<file path="config.mk">
export PLATFORM = sky130hd
export DESIGN_NAME = lcd_cyrillic_glyph_writer
export DESIGN_NICKNAME = d
export VERILOG_FILES = /design/src/rtl/core/lcw_pkg.sv /design/src/rtl/core/lcw_front.sv /design/src/rtl/core/lcw_queue.sv /design/src/rtl/core/lcw_back.sv /design/src/rtl/core/lcd_cyrillic_glyph_writer.sv
export SDC_FILE = /design/constraint.sdc
export NUM_CORES = 1
export LEC_CHECK = 0
export BUFFER_PORTS_ARGS = -buffer_cell sky130_fd_sc_hd__buf_2
export CORE_MARGIN = 2
export CORE_UTILIZATION = 55
export CTS_CLUSTER_DIAMETER = 60
export CTS_CLUSTER_SIZE = 10
export DETAILED_ROUTE_END_ITERATION = 12
export PLACE_DENSITY = 0.71
export SETUP_SLACK_MARGIN = 0.4
export SYNTH_ARGS = -nofsm -noshare
export SYNTH_HDL_FRONTEND = slang
export SYNTH_SLANG_ARGS = --single-unit
</file>
<file path="constraint.sdc">
create_clock -name clk -period 11.3 [get_ports clk]
set_input_delay 0.565 -clock clk [delete_from_list [all_inputs] [get_ports clk]]
set_output_delay 0.565 -clock clk [all_outputs]
set_load 0.02 [all_outputs]
</file>
<file path="src/rtl/core/lcw_pkg.sv">
// Shared types, constants and character tables for the Cyrillic glyph writer.
// Used by lcw_front, lcw_queue, lcw_back and lcd_cyrillic_glyph_writer.
`timescale 1ns / 1ps

package lcw_pkg;

  localparam int GLYPH_SLOTS_DEF = 8;
  localparam int SLOT_BITS       = 3;
  localparam int GLYPH_BITS      = 6;
  localparam int ADDR_BITS       = 7;
  localparam int ROW_BITS        = 5;
  localparam int PATTERN_ROWS    = 8;

  localparam int QUEUE_DEPTH = 4;
  localparam int QPTR_W      = $clog2(QUEUE_DEPTH);
  localparam int QCNT_W      = $clog2(QUEUE_DEPTH + 1);

  localparam logic [7:0] CMD_CGRAM = 8'h40;
  localparam logic [7:0] CMD_DDRAM = 8'h80;

  localparam logic RS_COMMAND = 1'b0;
  localparam logic RS_DATA    = 1'b1;

  // byte positions of a glyph upload sequence
  localparam logic [3:0] BYTE_CGRAM = 4'd0;
  localparam logic [3:0] BYTE_ROW0  = 4'd1;
  localparam logic [3:0] BYTE_DDRAM = 4'd9;
  localparam logic [3:0] BYTE_SLOT  = 4'd10;

  typedef struct packed {
    logic                  miss;
    logic                  rs;
    logic [7:0]            value;
    logic [GLYPH_BITS-1:0] glyph;
    logic [SLOT_BITS-1:0]  slot;
    logic [ADDR_BITS-1:0]  addr;
  } job_t;

  typedef struct packed {
    logic       hit;
    logic [7:0] value;
  } latin_t;

  typedef struct packed {
    logic                  hit;
    logic [GLYPH_BITS-1:0] idx;
  } glyph_t;

  function automatic latin_t latin_lookup(input logic [7:0] code);
    latin_t r;
    r.hit = 1'b1;
    case (code)
      8'd192:  r.value = 8'h41;
      8'd194:  r.value = 8'h42;
      8'd197:  r.value = 8'h45;
      8'd202:  r.value = 8'h4B;
      8'd204:  r.value = 8'h4D;
      8'd205:  r.value = 8'h48;
      8'd206:  r.value = 8'h4F;
      8'd208:  r.value = 8'h50;
      8'd209:  r.value = 8'h43;
      8'd210:  r.value = 8'h54;
      8'd211:  r.value = 8'h59;
      8'd213:  r.value = 8'h58;
      8'd224:  r.value = 8'h61;
      8'd229:  r.value = 8'h65;
      8'd232:  r.value = 8'h75;
      8'd238:  r.value = 8'h6F;
      8'd240:  r.value = 8'h70;
      8'd241:  r.value = 8'h63;
      8'd242:  r.value = 8'h6D;
      8'd243:  r.value = 8'h79;
      8'd245:  r.value = 8'h78;
      default: begin
        r.hit   = 1'b0;
        r.value = code;
      end
    endcase
    return r;
  endfunction

  function automatic glyph_t glyph_lookup(input logic [7:0] code);
    glyph_t r;
    r.hit = 1'b1;
    case (code)
      8'd193:  r.idx = 6'd0;
      8'd195:  r.idx = 6'd1;
      8'd196:  r.idx = 6'd2;
      8'd168:  r.idx = 6'd3;
      8'd198:  r.idx = 6'd4;
      8'd199:  r.idx = 6'd5;
      8'd200:  r.idx = 6'd6;
      8'd201:  r.idx = 6'd7;
      8'd203:  r.idx = 6'd8;
      8'd207:  r.idx = 6'd9;
      8'd212:  r.idx = 6'd10;
      8'd214:  r.idx = 6'd11;
      8'd215:  r.idx = 6'd12;
      8'd216:  r.idx = 6'd13;
      8'd217:  r.idx = 6'd14;
      8'd218:  r.idx = 6'd15;
      8'd219:  r.idx = 6'd16;
      8'd220:  r.idx = 6'd17;
      8'd221:  r.idx = 6'd18;
      8'd222:  r.idx = 6'd19;
      8'd223:  r.idx = 6'd20;
      8'd225:  r.idx = 6'd21;
      8'd226:  r.idx = 6'd22;
      8'd227:  r.idx = 6'd23;
      8'd228:  r.idx = 6'd24;
      8'd184:  r.idx = 6'd25;
      8'd230:  r.idx = 6'd26;
      8'd231:  r.idx = 6'd27;
      8'd233:  r.idx = 6'd28;
      8'd234:  r.idx = 6'd29;
      8'd235:  r.idx = 6'd30;
      8'd236:  r.idx = 6'd31;
      8'd237:  r.idx = 6'd32;
      8'd239:  r.idx = 6'd33;
      8'd244:  r.idx = 6'd34;
      8'd246:  r.idx = 6'd35;
      8'd247:  r.idx = 6'd36;
      8'd248:  r.idx = 6'd37;
      8'd249:  r.idx = 6'd38;
      8'd250:  r.idx = 6'd39;
      8'd251:  r.idx = 6'd40;
      8'd252:  r.idx = 6'd41;
      8'd253:  r.idx = 6'd42;
      8'd254:  r.idx = 6'd43;
      8'd255:  r.idx = 6'd44;
      default: begin
        r.hit = 1'b0;
        r.idx = '0;
      end
    endcase
    return r;
  endfunction

  // pattern row 0 sits in the top five bits
  function automatic logic [PATTERN_ROWS*ROW_BITS-1:0] glyph_pattern(
      input logic [GLYPH_BITS-1:0] idx);
    logic [PATTERN_ROWS*ROW_BITS-1:0] p;
    case (idx)
      6'd0:  p = {5'h1F, 5'h11, 5'h10, 5'h1E, 5'h11, 5'h11, 5'h1E, 5'h00};
      6'd1:  p = {5'h1F, 5'h11, 5'h10, 5'h10, 5'h10, 5'h10, 5'h10, 5'h00};
      6'd2:  p = {5'h0F, 5'h05, 5'h05, 5'h09, 5'h11, 5'h1F, 5'h11, 5'h00};
      6'd3:  p = {5'h0A, 5'h00, 5'h1F, 5'h10, 5'h1E, 5'h10, 5'h1F, 5'h00};
      6'd4:  p = {5'h15, 5'h15, 5'h15, 5'h0E, 5'h15, 5'h15, 5'h15, 5'h00};
      6'd5:  p = {5'h1E, 5'h01, 5'h01, 5'h06, 5'h01, 5'h01, 5'h1E, 5'h00};
      6'd6:  p = {5'h11, 5'h11, 5'h13, 5'h15, 5'h19, 5'h11, 5'h11, 5'h00};
      6'd7:  p = {5'h15, 5'h11, 5'h13, 5'h15, 5'h19, 5'h11, 5'h11, 5'h00};
      6'd8:  p = {5'h0F, 5'h05, 5'h05, 5'h05, 5'h05, 5'h15, 5'h09, 5'h00};
      6'd9:  p = {5'h1F, 5'h11, 5'h11, 5'h11, 5'h11, 5'h11, 5'h11, 5'h00};
      6'd10: p = {5'h0E, 5'h04, 5'h0E, 5'h15, 5'h0E, 5'h04, 5'h0E, 5'h00};
      6'd11: p = {5'h11, 5'h11, 5'h11, 5'h11, 5'h11, 5'h11, 5'h1F, 5'h01};
      6'd12: p = {5'h11, 5'h11, 5'h11, 5'h0F, 5'h01, 5'h01, 5'h01, 5'h00};
      6'd13: p = {5'h15, 5'h15, 5'h15, 5'h15, 5'h15, 5'h15, 5'h1F, 5'h00};
      6'd14: p = {5'h15, 5'h15, 5'h15, 5'h15, 5'h15, 5'h15, 5'h1F, 5'h01};
      6'd15: p = {5'h18, 5'h08, 5'h08, 5'h0E, 5'h09, 5'h09, 5'h0E, 5'h00};
      6'd16: p = {5'h11, 5'h11, 5'h11, 5'h19, 5'h15, 5'h15, 5'h19, 5'h00};
      6'd17: p = {5'h08, 5'h08, 5'h08, 5'h0E, 5'h09, 5'h09, 5'h0E, 5'h00};
      6'd18: p = {5'h0E, 5'h11, 5'h05, 5'h0B, 5'h01, 5'h11, 5'h0E, 5'h00};
      6'd19: p = {5'h12, 5'h15, 5'h15, 5'h1D, 5'h15, 5'h15, 5'h12, 5'h00};
      6'd20: p = {5'h0F, 5'h11, 5'h11, 5'h0F, 5'h05, 5'h09, 5'h11, 5'h00};
      6'd21: p = {5'h03, 5'h0C, 5'h10, 5'h1E, 5'h11, 5'h11, 5'h0E, 5'h00};
      6'd22: p = {5'h00, 5'h00, 5'h1E, 5'h11, 5'h1E, 5'h11, 5'h1E, 5'h00};
      6'd23: p = {5'h00, 5'h00, 5'h1F, 5'h11, 5'h10, 5'h10, 5'h10, 5'h00};
      6'd24: p = {5'h00, 5'h06, 5'h0A, 5'h0A, 5'h0A, 5'h1F, 5'h11, 5'h00};
      6'd25: p = {5'h0A, 5'h00, 5'h0E, 5'h11, 5'h1F, 5'h10, 5'h0E, 5'h00};
      6'd26: p = {5'h00, 5'h00, 5'h15, 5'h15, 5'h0E, 5'h15, 5'h15, 5'h00};
      6'd27: p = {5'h00, 5'h00, 5'h1E, 5'h01, 5'h0E, 5'h01, 5'h1E, 5'h00};
      6'd28: p = {5'h04, 5'h00, 5'h11, 5'h11, 5'h11, 5'h13, 5'h0D, 5'h00};
      6'd29: p = {5'h00, 5'h00, 5'h11, 5'h12, 5'h1C, 5'h12, 5'h11, 5'h00};
      6'd30: p = {5'h00, 5'h00, 5'h07, 5'h09, 5'h09, 5'h09, 5'h11, 5'h00};
      6'd31: p = {5'h00, 5'h00, 5'h11, 5'h1B, 5'h15, 5'h11, 5'h11, 5'h00};
      6'd32: p = {5'h00, 5'h00, 5'h11, 5'h11, 5'h1F, 5'h11, 5'h11, 5'h00};
      6'd33: p = {5'h00, 5'h00, 5'h1F, 5'h11, 5'h11, 5'h11, 5'h11, 5'h00};
      6'd34: p = {5'h02, 5'h04, 5'h0E, 5'h15, 5'h0E, 5'h04, 5'h08, 5'h00};
      6'd35: p = {5'h00, 5'h00, 5'h12, 5'h12, 5'h12, 5'h12, 5'h1F, 5'h01};
      6'd36: p = {5'h00, 5'h00, 5'h11, 5'h11, 5'h0F, 5'h01, 5'h01, 5'h00};
      6'd37: p = {5'h00, 5'h00, 5'h15, 5'h15, 5'h15, 5'h15, 5'h1F, 5'h00};
      6'd38: p = {5'h00, 5'h00, 5'h15, 5'h15, 5'h15, 5'h15, 5'h1F, 5'h01};
      6'd39: p = {5'h00, 5'h00, 5'h18, 5'h08, 5'h0E, 5'h09, 5'h0E, 5'h00};
      6'd40: p = {5'h00, 5'h00, 5'h11, 5'h11, 5'h19, 5'h15, 5'h19, 5'h00};
      6'd41: p = {5'h00, 5'h00, 5'h10, 5'h10, 5'h1E, 5'h11, 5'h1E, 5'h00};
      6'd42: p = {5'h00, 5'h00, 5'h0E, 5'h11, 5'h07, 5'h11, 5'h0E, 5'h00};
      6'd43: p = {5'h00, 5'h00, 5'h12, 5'h15, 5'h1D, 5'h15, 5'h12, 5'h00};
      6'd44: p = {5'h00, 5'h00, 5'h0F, 5'h11, 5'h0F, 5'h09, 5'h11, 5'h00};
      default: p = '0;
    endcase
    return p;
  endfunction

endpackage

</file>
<file path="src/rtl/core/lcw_front.sv">
// Front end: accepts input words, classifies the character code, keeps the
// glyph slot table and address counter, and writes one job into the queue.
// Depends on lcw_pkg.
`timescale 1ns / 1ps

module lcw_front #(
  parameter int GLYPH_SLOTS = lcw_pkg::GLYPH_SLOTS_DEF
) (
  input  logic          clk,
  input  logic          rst,
  input  logic          push,
  input  logic          queue_full,
  input  logic          func,
  input  logic [7:0]    char_code,
  input  logic          row,
  input  logic [5:0]    column,
  output logic          job_write,
  output lcw_pkg::job_t job
);

  localparam int IDX_W = (GLYPH_SLOTS > 1) ? $clog2(GLYPH_SLOTS) : 1;

  logic [lcw_pkg::GLYPH_BITS-1:0] slot_glyph [GLYPH_SLOTS];
  logic [GLYPH_SLOTS-1:0]         slot_valid;
  logic [IDX_W-1:0]               next_slot;
  logic [IDX_W-1:0]               next_slot_next;
  logic [lcw_pkg::ADDR_BITS-1:0]  address_counter;
  logic [lcw_pkg::ADDR_BITS-1:0]  address_counter_next;

  lcw_pkg::latin_t lat;
  lcw_pkg::glyph_t gly;
  logic             slot_hit;
  logic [IDX_W-1:0] hit_idx;
  logic             upload;

  assign job_write = push && !queue_full;
  assign lat = lcw_pkg::latin_lookup(char_code);
  assign gly = lcw_pkg::glyph_lookup(char_code);
  assign next_slot_next = (next_slot == IDX_W'(GLYPH_SLOTS - 1)) ? '0 : next_slot + 1'b1;

  // lowest matching slot wins
  always_comb begin
    slot_hit = 1'b0;
    hit_idx  = '0;
    for (int i = GLYPH_SLOTS - 1; i >= 0; i--) begin
      if (slot_valid[i] && slot_glyph[i] == gly.idx) begin
        slot_hit = 1'b1;
        hit_idx  = IDX_W'(i);
      end
    end
  end

  always_comb begin
    job.miss  = 1'b0;
    job.rs    = lcw_pkg::RS_DATA;
    job.value = char_code;
    job.glyph = gly.idx;
    job.slot  = lcw_pkg::SLOT_BITS'(next_slot);
    job.addr  = address_counter;
    upload    = 1'b0;
    if (func) begin
      address_counter_next = {row, column};
      job.rs    = lcw_pkg::RS_COMMAND;
      job.value = lcw_pkg::CMD_DDRAM | {1'b0, row, column};
    end else begin
      address_counter_next = address_counter + 1'b1;
      if (lat.hit) begin
        job.value = lat.value;
      end else if (gly.hit) begin
        if (slot_hit) begin
          job.value = 8'(hit_idx);
        end else begin
          job.miss = 1'b1;
          upload   = 1'b1;
        end
      end
    end
  end

  always_ff @(posedge clk) begin
    if (rst) begin
      slot_valid      <= '0;
      next_slot       <= '0;
      address_counter <= '0;
    end else if (job_write) begin
      address_counter <= address_counter_next;
      if (upload) begin
        slot_valid[next_slot] <= 1'b1;
        next_slot             <= next_slot_next;
      end
    end
  end

  always_ff @(posedge clk) begin
    if (job_write && upload) begin
      slot_glyph[next_slot] <= gly.idx;
    end
  end

endmodule

</file>
<file path="src/rtl/core/lcw_queue.sv">
// Short job queue between the front end and the write sequencer.
// Depends on lcw_pkg.
`timescale 1ns / 1ps

module lcw_queue (
  input  logic          clk,
  input  logic          rst,
  input  logic          wr_en,
  input  lcw_pkg::job_t wr_job,
  output logic          full,
  input  logic          rd_en,
  output logic          rd_valid,
  output lcw_pkg::job_t rd_job
);

  lcw_pkg::job_t                 entries [lcw_pkg::QUEUE_DEPTH];
  logic [lcw_pkg::QPTR_W-1:0]    wr_ptr;
  logic [lcw_pkg::QPTR_W-1:0]    rd_ptr;
  logic [lcw_pkg::QCNT_W-1:0]    count;
  logic                          do_wr;
  logic                          do_rd;

  assign full     = (count == lcw_pkg::QCNT_W'(lcw_pkg::QUEUE_DEPTH));
  assign rd_valid = (count != '0);
  assign rd_job   = entries[rd_ptr];
  assign do_wr    = wr_en && !full;
  assign do_rd    = rd_en && rd_valid;

  always_ff @(posedge clk) begin
    if (rst) begin
      wr_ptr <= '0;
      rd_ptr <= '0;
      count  <= '0;
    end else begin
      if (do_wr) begin
        wr_ptr <= wr_ptr + 1'b1;
      end
      if (do_rd) begin
        rd_ptr <= rd_ptr + 1'b1;
      end
      if (do_wr && !do_rd) begin
        count <= count + 1'b1;
      end else if (do_rd && !do_wr) begin
        count <= count - 1'b1;
      end
    end
  end

  always_ff @(posedge clk) begin
    if (do_wr) begin
      entries[wr_ptr] <= wr_job;
    end
  end

endmodule

</file>
<file path="src/rtl/core/lcw_back.sv">
// Back end: expands each job into bus writes, splits bytes into nibbles in
// four-bit mode, and holds the oldest write in the output register.
// Depends on lcw_pkg.
`timescale 1ns / 1ps

module lcw_back (
  input  logic          clk,
  input  logic          rst,
  input  logic          four_bit_mode,
  input  logic          job_valid,
  input  lcw_pkg::job_t job_in,
  output logic          job_take,
  input  logic          pop,
  output logic          empty,
  output logic          reg_select,
  output logic [7:0]    bus_value,
  output logic          last
);

  lcw_pkg::job_t job;
  logic          busy;
  logic [3:0]    bidx;
  logic          half;
  logic          out_valid;

  logic          cur_rs;
  logic [7:0]    cur_byte;
  logic [7:0]    cur_write;
  logic          last_byte;
  logic          last_write;
  logic          advance;
  logic [3:0]    row_pos;
  logic [lcw_pkg::PATTERN_ROWS*lcw_pkg::ROW_BITS-1:0] pattern;

  assign empty   = !out_valid;
  assign advance = busy && (!out_valid || pop);
  assign pattern = lcw_pkg::glyph_pattern(job.glyph);
  assign row_pos = bidx - lcw_pkg::BYTE_ROW0;

  always_comb begin
    if (!job.miss) begin
      cur_rs    = job.rs;
      cur_byte  = job.value;
      last_byte = 1'b1;
    end else begin
      last_byte = (bidx == lcw_pkg::BYTE_SLOT);
      case (bidx)
        lcw_pkg::BYTE_CGRAM: begin
          cur_rs   = lcw_pkg::RS_COMMAND;
          cur_byte = lcw_pkg::CMD_CGRAM | {2'b00, job.slot, 3'b000};
        end
        lcw_pkg::BYTE_DDRAM: begin
          cur_rs   = lcw_pkg::RS_COMMAND;
          cur_byte = lcw_pkg::CMD_DDRAM | {1'b0, job.addr};
        end
        lcw_pkg::BYTE_SLOT: begin
          cur_rs   = lcw_pkg::RS_DATA;
          cur_byte = 8'(job.slot);
        end
        default: begin
          cur_rs   = lcw_pkg::RS_DATA;
          cur_byte = 8'(pattern[(lcw_pkg::PATTERN_ROWS - 1 - row_pos[2:0]) *
                                lcw_pkg::ROW_BITS +: lcw_pkg::ROW_BITS]);
        end
      endcase
    end
  end

  always_comb begin
    if (!four_bit_mode) begin
      cur_write  = cur_byte;
      last_write = last_byte;
    end else if (!half) begin
      cur_write  = {cur_byte[7:4], 4'h0};
      last_write = 1'b0;
    end else begin
      cur_write  = {cur_byte[3:0], 4'h0};
      last_write = last_byte;
    end
  end

  // load the next job when idle or on the final write of the current one
  assign job_take = job_valid && (!busy || (advance && last_write));

  always_ff @(posedge clk) begin
    if (rst) begin
      busy      <= 1'b0;
      bidx      <= lcw_pkg::BYTE_CGRAM;
      half      <= 1'b0;
      out_valid <= 1'b0;
    end else begin
      if (advance) begin
        out_valid <= 1'b1;
      end else if (pop) begin
        out_valid <= 1'b0;
      end
      if (job_take) begin
        busy <= 1'b1;
        bidx <= lcw_pkg::BYTE_CGRAM;
        half <= 1'b0;
      end else if (advance) begin
        if (last_write) begin
          busy <= 1'b0;
          half <= 1'b0;
        end else if (four_bit_mode && !half) begin
          half <= 1'b1;
        end else begin
          half <= 1'b0;
          bidx <= bidx + 1'b1;
        end
      end
    end
  end

  always_ff @(posedge clk) begin
    if (job_take) begin
      job <= job_in;
    end
    if (advance) begin
      reg_select <= cur_rs;
      bus_value  <= cur_write;
      last       <= last_write;
    end
  end

  a_bidx_range: assert property (@(posedge clk) disable iff (rst)
    bidx <= lcw_pkg::BYTE_SLOT)
    else $error("byte index past end of upload sequence");

  a_single_byte: assert property (@(posedge clk) disable iff (rst)
    busy && !job.miss |-> bidx == lcw_pkg::BYTE_CGRAM)
    else $error("single-byte job stepped its byte index");

  a_half_mode: assert property (@(posedge clk) disable iff (rst)
    half |-> four_bit_mode)
    else $error("low nibble pending in eight-bit mode");

  a_keep_busy: assert property (@(posedge clk) disable iff (rst)
    advance && !last_write |=> busy)
    else $error("job dropped before its final write");

endmodule

</file>
<file path="src/rtl/core/lcd_cyrillic_glyph_writer.sv">
// Top level of the Cyrillic glyph writer: configuration register, front end,
// job queue and write sequencer. Depends on lcw_pkg, lcw_front, lcw_queue, lcw_back.
`timescale 1ns / 1ps

// Each input word (print a character or set the cursor) is classified in the
// cycle it is pushed and placed in a four-entry job queue, so input words are
// taken one per cycle while the queue has room. The write sequencer then sends
// one bus write per cycle while results are popped: a plain character, a Latin
// lookalike, a glyph already held in a custom slot, or a set-position command
// gives one write (two in four-bit mode); a glyph that misses the slots gives
// eleven writes (twenty-two in four-bit mode), slot command, eight pattern rows,
// address restore and slot number. The sequencer and the pop rate set the sustained
// rate. Write four_bit_mode via cfg_write/cfg_data only while idle; not enforced.
module lcd_cyrillic_glyph_writer #(
  parameter int GLYPH_SLOTS = lcw_pkg::GLYPH_SLOTS_DEF
) (
  input  logic       clk,
  input  logic       rst,
  input  logic       cfg_write,
  input  logic       cfg_data,
  input  logic       push,
  output logic       full,
  input  logic       func,
  input  logic [7:0] char_code,
  input  logic       row,
  input  logic [5:0] column,
  output logic       empty,
  input  logic       pop,
  output logic       reg_select,
  output logic [7:0] bus_value,
  output logic       last
);

  logic          four_bit_mode;
  logic          job_write;
  lcw_pkg::job_t front_job;
  logic          job_valid;
  logic          job_take;
  lcw_pkg::job_t back_job;

  always_ff @(posedge clk) begin
    if (rst) begin
      four_bit_mode <= 1'b0;
    end else if (cfg_write) begin
      four_bit_mode <= cfg_data;
    end
  end

  lcw_front #(
    .GLYPH_SLOTS(GLYPH_SLOTS)
  ) u_front (
    .clk        (clk),
    .rst        (rst),
    .push       (push),
    .queue_full (full),
    .func       (func),
    .char_code  (char_code),
    .row        (row),
    .column     (column),
    .job_write  (job_write),
    .job        (front_job)
  );

  lcw_queue u_queue (
    .clk      (clk),
    .rst      (rst),
    .wr_en    (job_write),
    .wr_job   (front_job),
    .full     (full),
    .rd_en    (job_take),
    .rd_valid (job_valid),
    .rd_job   (back_job)
  );

  lcw_back u_back (
    .clk           (clk),
    .rst           (rst),
    .four_bit_mode (four_bit_mode),
    .job_valid     (job_valid),
    .job_in        (back_job),
    .job_take      (job_take),
    .pop           (pop),
    .empty         (empty),
    .reg_select    (reg_select),
    .bus_value     (bus_value),
    .last          (last)
  );

endmodule

</file>
; Word-level counts from Yosys, hierarchy flattened
; Memories as Yosys holds them, arrays and structs flattened. A register that Yosys moved wholly into a read port is not among the register bits.
; Index checks and enable logic that the tools add are counted.
[classes]
add_sub_neg = 9
n_mul = 1
magnitude_cmp = 2
n_eq_ne = 78
shifts = 1
muxes = 55
bitwise_logic = 3
n_reduce_logical = 40
[op_table]
columns = op, count
row1 = 8-bit equality test (second input constant), 66
row2 = 6-bit case mux with 44 select lines, 1
row3 = 8-bit case mux with 21 select lines, 1
row4 = 8-bit 2-to-1 mux, 7
row5 = 6-bit equality test, 8
row6 = 45-bit OR reduction, 1
row7 = 40-bit by 33-bit variable part select with 5-bit output, 1
row8 = 3-bit 2-to-1 mux, 11
row9 = 32-bit by 3-bit multiplier with 32-bit output (second input constant), 1
row10 = 1-bit 2-to-1 mux, 32
row11 = 8-bit case mux with 3 select lines, 1
row12 = 21-bit OR reduction, 1
row13 = 1-bit logical AND, 19
row14 = 4-bit equality test (second input constant), 2
row15 = 8-bit bitwise OR, 1
row16 = 2-bit nonzero test, 4
row17 = 7-bit by 1-bit adder with 7-bit output (second input constant), 1
row18 = 7-bit 2-to-1 mux, 1
row19 = 3-bit by 1-bit adder with 3-bit output (second input constant), 2
row20 = 3-bit equality test (second input constant), 2
row21 = 1-bit logical NOT, 6
row22 = 3-bit by 1-bit subtractor with 3-bit output (second input constant), 2
row23 = 2-bit by 1-bit adder with 2-bit output (second input constant), 2
row24 = 4-bit by 1-bit adder with 4-bit output (second input constant), 1
row25 = other kinds (11), 15
[totals]
reg_bits = 43
mem_bits_rw = 152
mem_bits_ro = 2304
inputBits = 22
output_inout_bits = 12
word_cells = 206
memories = 3
[memory_table]
columns = memory, depth, word_bits, read_ports, rd_ports_with_merged_regs, wr, line
row1 = (no name shown), 64, 36, 1, 0, 0, lcw_pkg.sv:143  ; case (idx)
row2 = u_queue.entries, 4, 26, 1, 1, 1, lcw_queue.sv:16  ; lcw_pkg::job_t entries [lcw_pkg::QUEUE_DEPTH];
row3 = u_front.slot_glyph, 8, 6, 8, 0, 1, lcw_front.sv:23  ; logic [lcw_pkg::GLYPH_BITS-1:0] slot_glyph [GLYPH_SLOTS];

; Logic depth before layout (Yosys ltp)
; Gate-level depths: netlist of the first run.
[depth]
ltp_word = 19
ltp_mapped = 16
depth_no_buf = 14

; Hierarchy
; From an unflattened synthesis of the first run, not the netlist that was laid out.
[unflattened]
cells_unflattened = 1361
hier_area_um2 = 14964.4
[modules_own_cells]
columns = mod, n_inst, cells_each, area_each_um2, seq_area_each_um2
row1 = lcw_back, 1, 683, 6164.7, 1941.9
row2 = lcw_front, 1, 491, 4519.3, 1801.7
row3 = lcw_queue, 1, 184, 4246.6, 3303.2
row4 = lcd_cyrillic_glyph_writer, 1, 3, 33.8, 20.0

; Worst setup path after synthesis of the first run
; No wires, ideal clock.
[synth_timing]
kind = reg2reg
start = register, netlist name u_back.job[11]
end = register u_back.bus_value[4], data pin
setup_ns = 0.258
t_arrival_ns = 3.555
setup_slack_ns = 7.487
stages_incl_launch_ff = 17
n_path_buf = 2
period_less_slack_ns = 3.813
path_cell_list = edfxtp_1 > clkbuf_1 > inv_1 > ha_1 > clkbuf_1 > inv_1 > ha_1 > or3b_2 > a32o_1 > a21oi_1 > a21oi_1 > a22oi_1 > a221oi_1 > a31oi_1 > or2_2 > a41oi_1 > o221a_2
[synth_between]
elab_chain_cells = 6
[synth_rtl]
columns = element, line
row1 = memory read 64 x 36 bit (*), -
row2 = 40-bit by 33-bit variable part select with 5-bit output (*), lcw_back.sv:62  ; cur_byte = 8'(pattern[(lcw_pkg::PATTERN_ROWS - 1 - row_pos[2:0]) *
row3 = 8-bit case mux with 3 select lines (*), lcw_back.sv:47  ; case (bidx)
row4 = 8-bit 2-to-1 mux (*), lcw_back.sv:41  ; if (!job.miss) begin
row5 = 8-bit 2-to-1 mux, lcw_back.sv:73  ; end else if (!half) begin
row6 = 8-bit 2-to-1 mux (*), lcw_back.sv:70  ; if (!four_bit_mode) begin
row7 = named net u_back.cur_write[4], lcw_back.sv:28  ; logic [7:0] cur_write;
row8 = to (signal assigned), lcw_back.sv:121  ; bus_value <= cur_write;
row9 = to (decl), lcw_back.sv:16  ; output logic [7:0] bus_value,
; The timed path passes the listed nets; every way through them passes the cells marked *.
; A chain may end at the register's enable or synchronous reset.

; Worst setup path after layout of the first run
[layout_timing]
start = register u_back.bidx[0]
end = register u_back.bus_value[5], data pin
[layout_between]
elab_chain_cells = 8
[layout_rtl]
columns = element, line
row1 = from (decl), lcw_back.sv:22  ; logic [3:0] bidx;
row2 = from (signal assigned), lcw_back.sv:88  ; bidx <= lcw_pkg::BYTE_CGRAM;
row3 = from (signal assigned), lcw_back.sv:99  ; bidx <= lcw_pkg::BYTE_CGRAM;
row4 = from (signal assigned), lcw_back.sv:109  ; bidx <= bidx + 1'b1;
row5 = 3-bit by 1-bit subtractor with 3-bit output, lcw_back.sv:38  ; assign row_pos = bidx - lcw_pkg::BYTE_ROW0;
row6 = 3-bit by 3-bit subtractor with 4-bit output, lcw_back.sv:62
row7 = 32-bit by 3-bit multiplier with 32-bit output, lcw_back.sv:62
row8 = 40-bit by 33-bit variable part select with 5-bit output, lcw_back.sv:62
row9 = 8-bit case mux with 3 select lines (*), lcw_back.sv:47
row10 = 8-bit 2-to-1 mux (*), lcw_back.sv:41
row11 = 8-bit 2-to-1 mux, lcw_back.sv:73
row12 = 8-bit 2-to-1 mux (*), lcw_back.sv:70
row13 = named net u_back.cur_write[5], lcw_back.sv:28
; Marked as above.

==> run_results.csv, run 1 <==
group,metric,value,unit
final_layout,stdcell_count,1627,
global_route,grt_pass1_wl,58100,um
global_route,use_met3,3.03,%
sta,tns,0,ps
critical_path,path_max_fanout,50,
place,dp.cells,1577,
critical_path,crit_end,"u_back.bus_value[5]",
floorplan,dieHeight,164,um
critical_path,cp.required,11560,ps
sta,max_clock_freq,182,MHz
clocking,cts_resized,0,
final_layout,drive_gt1_share,14.3,%
synth,synth.most_common_cell,"edfxtp_1",
synth,yosys_warnings,0,
global_route,grt_max_degree,76,
synth,synth_edf_count,188,
critical_path,worstSetupStartpointType,"flop",
floorplan,start_util,55.9,%
synth,synth_commonest_cells,"edfxtp_1 (188), nand2_1 (82), nor2_1 (76)",
routing,wl_per_cell,22.6,um
place,portBuffers,33,
floorplan,rows,58,
floorplan,core,0.0251,mm^2
sta,setup_viol,0,
critical_path,endpoint_kind,"flop",
clocking,clkTransAtPathRegs,60,ps
critical_path,critPathArrivalTime,5770,ps
clocking,cts_buffers,27,
final_layout,antenna_cells,0,
synth,async_flop_share,0,%
sta,hold_slack,274,ps
global_route,track_usage,27.8,%
clocking,cts_htree_levels,1,
global_route,gr-total-overflow,0,
clocking,cts_hold_buf,0,
routing,drt-total-wl,36700,um
critical_path,rrSetupSlack,5790,ps
power_and_ir_drop,p_leak,0.00519,uW
clocking,cts-root-buf,"clkbuf_16",
sta,period_needed,5510,ps
critical_path,crit_path_start,"u_back.bidx[0]",
critical_path,r2r_start,"u_back.bidx[0]",
synth,synth_fp_nets,1363,
routing,viasPerCell,6.64,
floorplan,die_x,164,um
critical_path,crit_type,"reg2reg",
sta,relSlewSlack,24.7,%
global_route,grt_pass1_vias,10200,
global_route,grt-busiest-layer,"met2",
synth,synth_cell_types,99,
place,dp_hpwl,24900,um
floorplan,io_pins,34,
power_and_ir_drop,p_seq_share,30.2,%
synth,seq_area_frac_synth,44.9,%
place,gp_congestion,0.945,
clocking,clock_latency,540,ps
final_layout,num-nets-final,1342,
critical_path,r2r_end,"u_back.bus_value[5]",
power_and_ir_drop,clkPwrFrac,20.1,%
power_and_ir_drop,power_frac_comb,49.7,%
sta,period_share,48.7,%
run,maxCapViolCount,0,
clocking,cts_tree,"done",
power_and_ir_drop,p_int,2190,uW
synth,avgSynthCellArea,10.8,um^2
sta,fin_skew,25.3,ps
routing,via_count,10800,
power_and_ir_drop,swShare,42.2,%
final_layout,finish.instance_area,0.0151,mm^2
routing,drc,0,
power_and_ir_drop,power_density,252,mW/mm^2
synth,synthTopCellsByArea,"edfxtp_1 (40%), mux4_2 (5.5%), dfxtp_1 (4.7%)",
clocking,clkSinkCount,221,
place,placed_cell_area,0.0143,mm^2
clocking,cts_setup_buffers,0,
synth,syn_area,0.0140,mm^2
synth,ys_seq_elements,221,
outcome,status,"finished clean",
global_route,antenna_found_initial,0,
hold_path,hold_path.class,"in2reg",
sta,slew_viol_final,0,
global_route,use_met2,46.4,%
synth,synth_top_flop_cell,"edfxtp_1",
sta,rsz0062_at_grt,"no",
routing,ant_nets,0,
synth,synth_area_leader_cell,"edfxtp_1",
routing,drt_first_pass_iters,6,
sta,hold_violations,0,
global_route,grt_util_met1,37.8,%
critical_path,r2r_cells,14,
sta,worst_pin_slew,1130,ps
clocking,cts_max_path_buffers,3,
final_layout,synthToLayoutAreaGrowth,7.29,%
synth,netlist.area_leader.share,40.2,%
routing,drt_iter0_markers,1371,
synth,postSynthCellCount,1297,
power_and_ir_drop,switchingPower,1600,uW
floorplan,die_area,0.0268,mm^2
power_and_ir_drop,max-vdd-ir-drop,131,uV
## power groups by stage
| stage | clock network (uW) | logic [uW] | registers, uW |
|---|---|---|---|
| floorplan | 0 | 1360 | 1120 |
| global placement | 0 | 1830 | 1150 |
| detailed placement | 0 | 1830 | 1160 |
| CTS | 772 | 1840 | 1140 |
| global route | 806 | 2030 | 1160 |
| finish | 764 | 1880 | 1140 |
## flip-flops by register name (all words and copies together) (netlist names)
signal	cells
u_queue.entries	104
u_front.slot_glyph	48
u_back.job	26
u_back.bus_value	8
u_front.slot_valid	8
u_front.address_counter	7
u_back.bidx	4
u_front.next_slot	3
u_queue.count	3
u_queue.rd_ptr	2
u_queue.wr_ptr	2
four_bit_mode	1
u_back.busy	1
u_back.half	1
u_back.last	1
u_back.out_valid	1
u_back.reg_select	1
## routing by layer
| metal | routed length (um) | up-vias |
|---|---|---|
| li1 | - | 5001 |
| met1 | 15200 | 5233 |
| met2 | 17700 | 467 |
| met3 | 2410 | 99 |
| met4 | 1380 | 0 |
| met5 | 0 | - |
## critical path: stages (launching register included)
cell	delay, ps
dfxtp_1	300
buf_4	420
clkinv_1	840
ha_1	550
xnor2_1	160
ha_1	290
buf_4	320
clkinv_1	730
a21o_1	380
a31oi_1	230
o211ai_1	130
o31a_1	290
a311oi_1	250
and3_1	220
a211oi_1	80
## cell families (layout without fill, tap and decap cells)
family,after synthesis,count (layout),synth area share [%]
buffers and inverters,136,136,4.32
AND/OR/NAND/NOR,419,419,17.0
adder cells (fa/ha/maj),44,44,3.97
multiplexers,78,78,8.67
flip-flops,221,221,44.9
AO/OA/AOI/OAI,366,366,19.1
XOR/XNOR,33,33,2.06
## cell usage in the layout, fill, tap and decap left out, types with 17 or more instances in the layout
master     count
edfxtp_1     188
nand2_1       82
nor2_1        76
a21oi_1       61
nand2b_1      47
o21ai_0       44
ha_1          43
nor3_1        42
mux4_2        34
mux2i_1       34
buf_2         33
dfxtp_1       32
nor2b_1       31
inv_1         31
clkbuf_16     27
xnor2_1       26
a211oi_1      25
nand3_1       23
o211ai_1      21
clkbuf_1      19
a31oi_1       17
buf_4         17
## worst min-delay path by stage
stage	from	to	slack, ps	depth (start not counted)
finish	cfg_data	four_bit_mode	270	3
global route	cfg_data	four_bit_mode	280	3
CTS	cfg_data	four_bit_mode	270	3
detailed placement	u_back.busy	u_back.out_valid	460	2
global placement	u_back.busy	u_back.out_valid	440	2
floorplan	u_back.busy	u_back.out_valid	430	2
## layout make-up
type,count,area [um^2]
Clock buffer,46,747
Clock inverter,4,41.3
Fill cell,2074,10000
Inverter,36,135
Multi-Input combinational cell,940,7140
Sequential cell,221,6310
Tap cell,330,413
Timing Repair Buffer,50,293
## stage by stage
| stage | utilization, % | setup WS (ps) | power [uW] |
|---|---|---|---|
| detailed placement | 56.9 | 5930 | 2990 |
| finish | 60.0 | 5790 | 3790 |
| CTS | 60.0 | 5880 | 3760 |
| global route | 60.0 | 5340 | 4000 |
| global placement | 56.9 | 6020 | 2980 |
| floorplan | - | 7490 | 2490 |
Note: power is estimated with default switching activity, not from simulation.
==> inputs of run 2 (changes only) <==
Clock period 11.3 ns to 5.2 ns, I/O delays scaled along.
==> run 2 against run 1 <==
  * Utilization increased by 0.40 points
  * Combinational power increased by 120%
  * Cell count up 0.68%
  * Via count rose by 2.3%
  * Fmax is 24% higher
  * Critical path type unchanged
  * Largest cell class unchanged
==> run_results.csv, run 2 (same netlist as run 1, synthesis figures left out) <==
group,metric,value,unit
clocking,cts_tree,"done",
routing,drc,0,
critical_path,cp.required,5460,ps
power_and_ir_drop,p_leak,0.00524,uW
global_route,gr-total-overflow,0,
floorplan,core,0.0251,mm^2
floorplan,die_x,164,um
final_layout,num-nets-final,1354,
global_route,grt_pass1_wl,59700,um
sta,slew_viol_final,0,
final_layout,drive_gt1_share,14.9,%
floorplan,die_area,0.0268,mm^2
sta,tns,0,ps
routing,drt_iter0_markers,1275,
sta,hold_slack,29.0,ps
sta,period_share,85.6,%
place,gp_congestion,0.939,
global_route,grt_max_degree,101,
sta,fin_skew,21.2,ps
global_route,grt_pass1_vias,10500,
clocking,clock_latency,530,ps
floorplan,start_util,55.9,%
clocking,cts_htree_levels,1,
critical_path,worstSetupStartpointType,"flop",
sta,rsz0062_at_grt,"no",
floorplan,dieHeight,164,um
final_layout,synthToLayoutAreaGrowth,8.01,%
critical_path,crit_type,"reg2reg",
final_layout,final_common_cell,"edfxtp_1",
critical_path,path_max_fanout,9,
critical_path,r2r_cells,14,
clocking,cts_max_path_buffers,3,
final_layout,largest_reg_flops,104,
routing,ant_nets,0,
power_and_ir_drop,power_density,547,mW/mm^2
final_layout,top_register,"u_queue.entries",
routing,viasPerCell,6.75,
clocking,clkSinkCount,221,
critical_path,endpoint_kind,"flop",
sta,hold_violations,0,
critical_path,critPathArrivalTime,4710,ps
routing,drt_first_pass_iters,7,
routing,via_count,11100,
critical_path,rrSetupSlack,750,ps
outcome,status,"finished clean",
sta,fin_ws,747,ps
clocking,cts_resized,0,
sta,worst_pin_slew,962,ps
floorplan,rows,58,
final_layout,antenna_cells,0,
place,portBuffers,33,
clocking,cts-root-buf,"clkbuf_16",
hold_path,hold_path.class,"in2reg",
final_layout,reg_top3,"u_queue.entries: 104 flops, u_front.slot_glyph: 48 flops, u_back.job: 26 flops",
run,maxCapViolCount,0,
hold_path,hold_depth,3,
place,dp_slack,895,ps
global_route,antenna_found_initial,1,
power_and_ir_drop,max-vdd-ir-drop,315,uV
sta,max_clock_freq,225,MHz
routing,drt-total-wl,37900,um
sta,relSlewSlack,35.9,%
sta,period_needed,4450,ps
routing,wl_per_cell,23.1,um
final_layout,final_cell_mix,"edfxtp_1 (188), nand2_1 (82), nor2_1 (76), a21oi_1 (61), nand2b_1 (47)",
sta,setup_viol,0,
floorplan,io_pins,34,
global_route,track_usage,28.5,%
clocking,cts_buffers,26,
final_layout,fillers,2056,
clocking,clkTransAtPathRegs,50,ps
place,dp_hpwl,26000,um
run 2: metrics by stage:
step           cell area [um^2]  cells  power (uW)  util [%]
2_1_floorplan             14000   1297        5400         -
4_1_cts                   15200   1638        8240      60.4
3_5_place_dp              14400   1588        6590      57.3
5_1_grt                   15200   1638        8750      60.4
3_3_place_gp              14400   1588        6630      57.3
6_report                  15200   1638        8300      60.4
run 2: final timing paths:
path                                             to            from
worst max-delay path            u_back.bus_value[6]  u_back.job[11]
worst min-delay path               u_back.out_valid             pop
worst max register to register  u_back.bus_value[6]  u_back.job[11]
worst min register to register     u_back.out_valid     u_back.busy
run 2: timing repair:
item | CTS | global route
endpoints found under the hold margin | 1 | 0
setup buffers | 0 | 0
hold buffers | 2 | 0
run 2: critical path, cell delays in order (launching register included):
cell and delay (ps):
edfxtp_1 520, inv_1 270, ha_1 460, buf_4 260, inv_1 90, ha_1 230
o21ai_0 230, a21oi_1 110, a221oi_1 500, mux2i_1 200, mux4_2 490, a22o_1 220
a311o_1 300, a21oi_1 190, a211oi_1 110
run 2: metal layers:
layer | routed length, um | share of wire [%] | GRT usage, % | vias to the layer above
met5 | 13 | 0.034 | 0 | -
met2 | 18200 | 48 | 47.1 | 519
met4 | 1780 | 4.7 | 11.8 | 2
met3 | 2450 | 6.5 | 3.06 | 117
met1 | 15500 | 41 | 38.4 | 5394
li1 | - | - | - | 5020
run 2: area by class of cell:
class	count	area (um^2)	share of cell area, %
multi-input cells	940	7140	47.0
clock inverters	2	38.8	0.256
well taps	330	413	2.72
inverters	36	135	0.891
repair buffers	63	408	2.69
flip-flops and latches	221	6310	41.6
clock buffers	46	736	4.85
run 2: power breakdown:
group	internal, uW	switching [uW]
logic	1580	2610
registers	2280	211
clock network	956	663
==> inputs of run 3 (changes only) <==
Settings changed: SYNTH_HIERARCHICAL from default to 1.
==> run 3 against run 2 <==
  * The flow now finishes with violations (design-rule violations)
  * Die area increased by 6.4%
  * Worst hold slack gained 66 ps
  * Largest cell class unchanged
  * Utilization grew 0.14 points
  * Via count up 8.9%
  * Synthesized area is 6.5% higher
  * First-iteration DRC count increased by 25%
  * Fmax grew 2.1%
  * Global-route usage down 0.40 points
  * Critical endpoint is now u_back/pattern[7]
  * Sequential cell count is 38 higher
  * Synthesized cell count up 4.9%
==> run_results.csv, run 3 <==
group,metric,value,unit
outcome,status,"complete, but fails checks",
outcome,violations,"design-rule violations",
synth,netlist.area_leader.share,37.7,%
final_layout,utilization,60.6,%
synth,syn_area,0.0150,mm^2
global_route,antenna_found_initial,1,
clocking,cts_setup_buffers,0,
synth,synth_cell_types,101,
synth,synth_fp_nets,1410,
floorplan,start_util,55.8,%
clocking,cts_resized,0,
place,dp_hpwl,27100,um
power_and_ir_drop,max-vdd-ir-drop,458,uV
synth,synth_edf_count,188,
critical_path,r2r_cells,13,
clocking,cts-root-buf,"clkbuf_16",
sta,slew_viol_final,0,
critical_path,crit_end,"u_back/pattern[7]",
routing,ant_nets,0,
routing,wl_per_cell,23.6,um
synth,ys_seq_elements,259,
clocking,cts_tree,"done",
sta,max_clock_freq,229,MHz
routing,drt_first_pass_iters,11,
power_and_ir_drop,p_leak,0.00573,uW
critical_path,r2r_start,"u_back/bidx[0]",
run,maxCapViolCount,0,
clocking,cts_buffers,31,
final_layout,fillers,2141,
critical_path,r2r_end,"u_back/pattern[7]",
synth,synth_top_flop_cell,"edfxtp_1",
synth,seq_area_frac_synth,47.2,%
routing,drt-total-wl,40400,um
clocking,cts_hold_buf,2,
critical_path,critPathArrivalTime,4780,ps
floorplan,rows,60,
routing,drc,1,
place,gp_congestion,1.01,
sta,fin_skew,12.2,ps
power_and_ir_drop,power_density,645,mW/mm^2
floorplan,die_x,169,um
synth,postSynthCellCount,1361,
clocking,clkTransAtPathRegs,60,ps
critical_path,worstSetupStartpointType,"flop",
synth,synth_area_leader_cell,"edfxtp_1",
clocking,cts_max_path_buffers,3,
critical_path,cp.required,5610,ps
clocking,clkSinkCount,259,
floorplan,io_pins,34,
floorplan,dieHeight,169,um
final_layout,final_cell_mix,"edfxtp_1 (188), nor2_1 (112), nand2_1 (87), a21oi_1 (71), dfxtp_1 (70)",
sta,rsz0062_at_grt,"no",
global_route,track_usage,28.1,%
routing,wl_met1,16000,um
critical_path,endpoint_kind,"flop",
synth,yosys_warnings,6,
routing,via_count,12000,
critical_path,rrSetupSlack,840,ps
routing,highest_layer,"met4",
routing,wl_met2,18900,um
routing,drt_iter0_markers,1591,
final_layout,synthToLayoutAreaGrowth,8.47,%
synth,async_flop_share,0,%
hold_path,hold_path.class,"in2reg",
synth,synth.most_common_cell,"edfxtp_1",
sta,relSlewSlack,28.4,%
sta,setup_viol,0,
sta,period_share,83.9,%
global_route,grt_pass1_wl,63600,um
synth,avgSynthCellArea,11.0,um^2
place,portBuffers,33,
sta,hold_violations,0,
clocking,cts_htree_levels,1,
critical_path,crit_type,"reg2reg",
final_layout,antenna_cells,0,
hold_path,worstHoldStart,"pop",
routing,dr_wl_met3,3930,um
clocking,clock_latency,550,ps
final_layout,final_common_cell,"edfxtp_1",
final_layout,top_register,"u_queue/entries",
global_route,grt_pass1_vias,11400,
final_layout,drive_gt1_share,13.8,%
sta,worst_pin_slew,1070,ps
sta,tns,0,ps
synth,synthTopCellsByArea,"edfxtp_1 (38%), dfxtp_1 (9.5%), mux4_2 (6.9%)",
final_layout,num-nets-final,1400,
synth,synth_commonest_cells,"edfxtp_1 (188), nor2_1 (112), nand2_1 (87)",
global_route,gr-total-overflow,0,
sta,period_needed,4360,ps
floorplan,core,0.0268,mm^2
final_layout,largest_reg_flops,104,
critical_path,path_max_fanout,16,
global_route,grt_max_degree,54,
routing,viasPerCell,7.02,
critical_path,crit_path_start,"u_back/bidx[0]",
floorplan,die_area,0.0285,mm^2
[run 3: layout make-up]
cell class                 count  area, um^2  share of cell area, %
sequential                   259        7070                   43.5
timing repair buffer          66         418                   2.57
multi-input combinational    964        7270                   44.8
clock inverter                 5        82.6                  0.509
inverter                      29         109                  0.671
clock buffer                  52         855                   5.26
tap                          341         427                   2.63
[run 3: cell families (layout without fill, tap and decap cells)]
| logic type | count (synthesis) | count (layout) | share of synthesized area [%] |
|---|---|---|---|
| XOR/XNOR | 36 | 36 | 2.20 |
| flip-flops | 259 | 259 | 47.2 |
| buffers and inverters | 138 | 152 | 4.36 |
| adder cells (fa/ha/maj) | 27 | 27 | 2.31 |
| AO/OA/AOI/OAI | 376 | 376 | 17.9 |
| AND/OR/NAND/NOR | 420 | 420 | 14.9 |
| multiplexers | 105 | 105 | 11.0 |
[run 3: report_power, final]
| group | switching, uW | internal (uW) |
|---|---|---|
| Sequential | 287 | 2750 |
| Combinational | 3590 | 1860 |
| Clock | 774 | 1210 |
| Total | 4650 | 5820 |
[run 3: critical path: stages, from the launching register on]
cell and delay, ps:
dfxtp_1 330, clkinv_1 60, buf_4 210, ha_1 280, and3b_1 270, o2111ai_4 450
mux2i_4 600, inv_2 260, ha_1 500, and2_1 270, and2_1 280, o21ai_0 200
o21ai_0 120, a211o_1 390
[run 3: how the worst min path moves through the flow]
| stage | endpoint | slack [ps] | cells after the start |
|---|---|---|---|
| finish | u_back/out_valid | 90 | 4 |
| detailed placement | u_front/slot_valid[6] | 460 | 2 |
| CTS | u_back/out_valid | 60 | 4 |
| global placement | u_front/slot_valid[1] | 450 | 2 |
| global route | u_front/address_counter[1] | 90 | 3 |
| floorplan | u_back/busy | 330 | 1 |
[run 3: stage by stage]
| stage | instances | total power [uW] | cell area [um^2] | setup WS [ps] | hold WS (ps) |
|---|---|---|---|---|---|
| floorplan | 1361 | 6830 | 15000 | 1040 | 329 |
| global placement | 1657 | 8270 | 15300 | 978 | 446 |
| detailed placement | 1657 | 8250 | 15300 | 894 | 457 |
| CTS | 1716 | 10300 | 16200 | 994 | 64.4 |
| global route | 1716 | 11000 | 16200 | 615 | 90.0 |
| finish | 1716 | 10500 | 16200 | 837 | 94.6 |
[run 3: layer usage]
metal	up-vias	global-route usage (%)
li1	5319	-
met1	5759	37.5
met2	810	46.0
met3	150	4.93
met4	0	10.7
met5	-	0
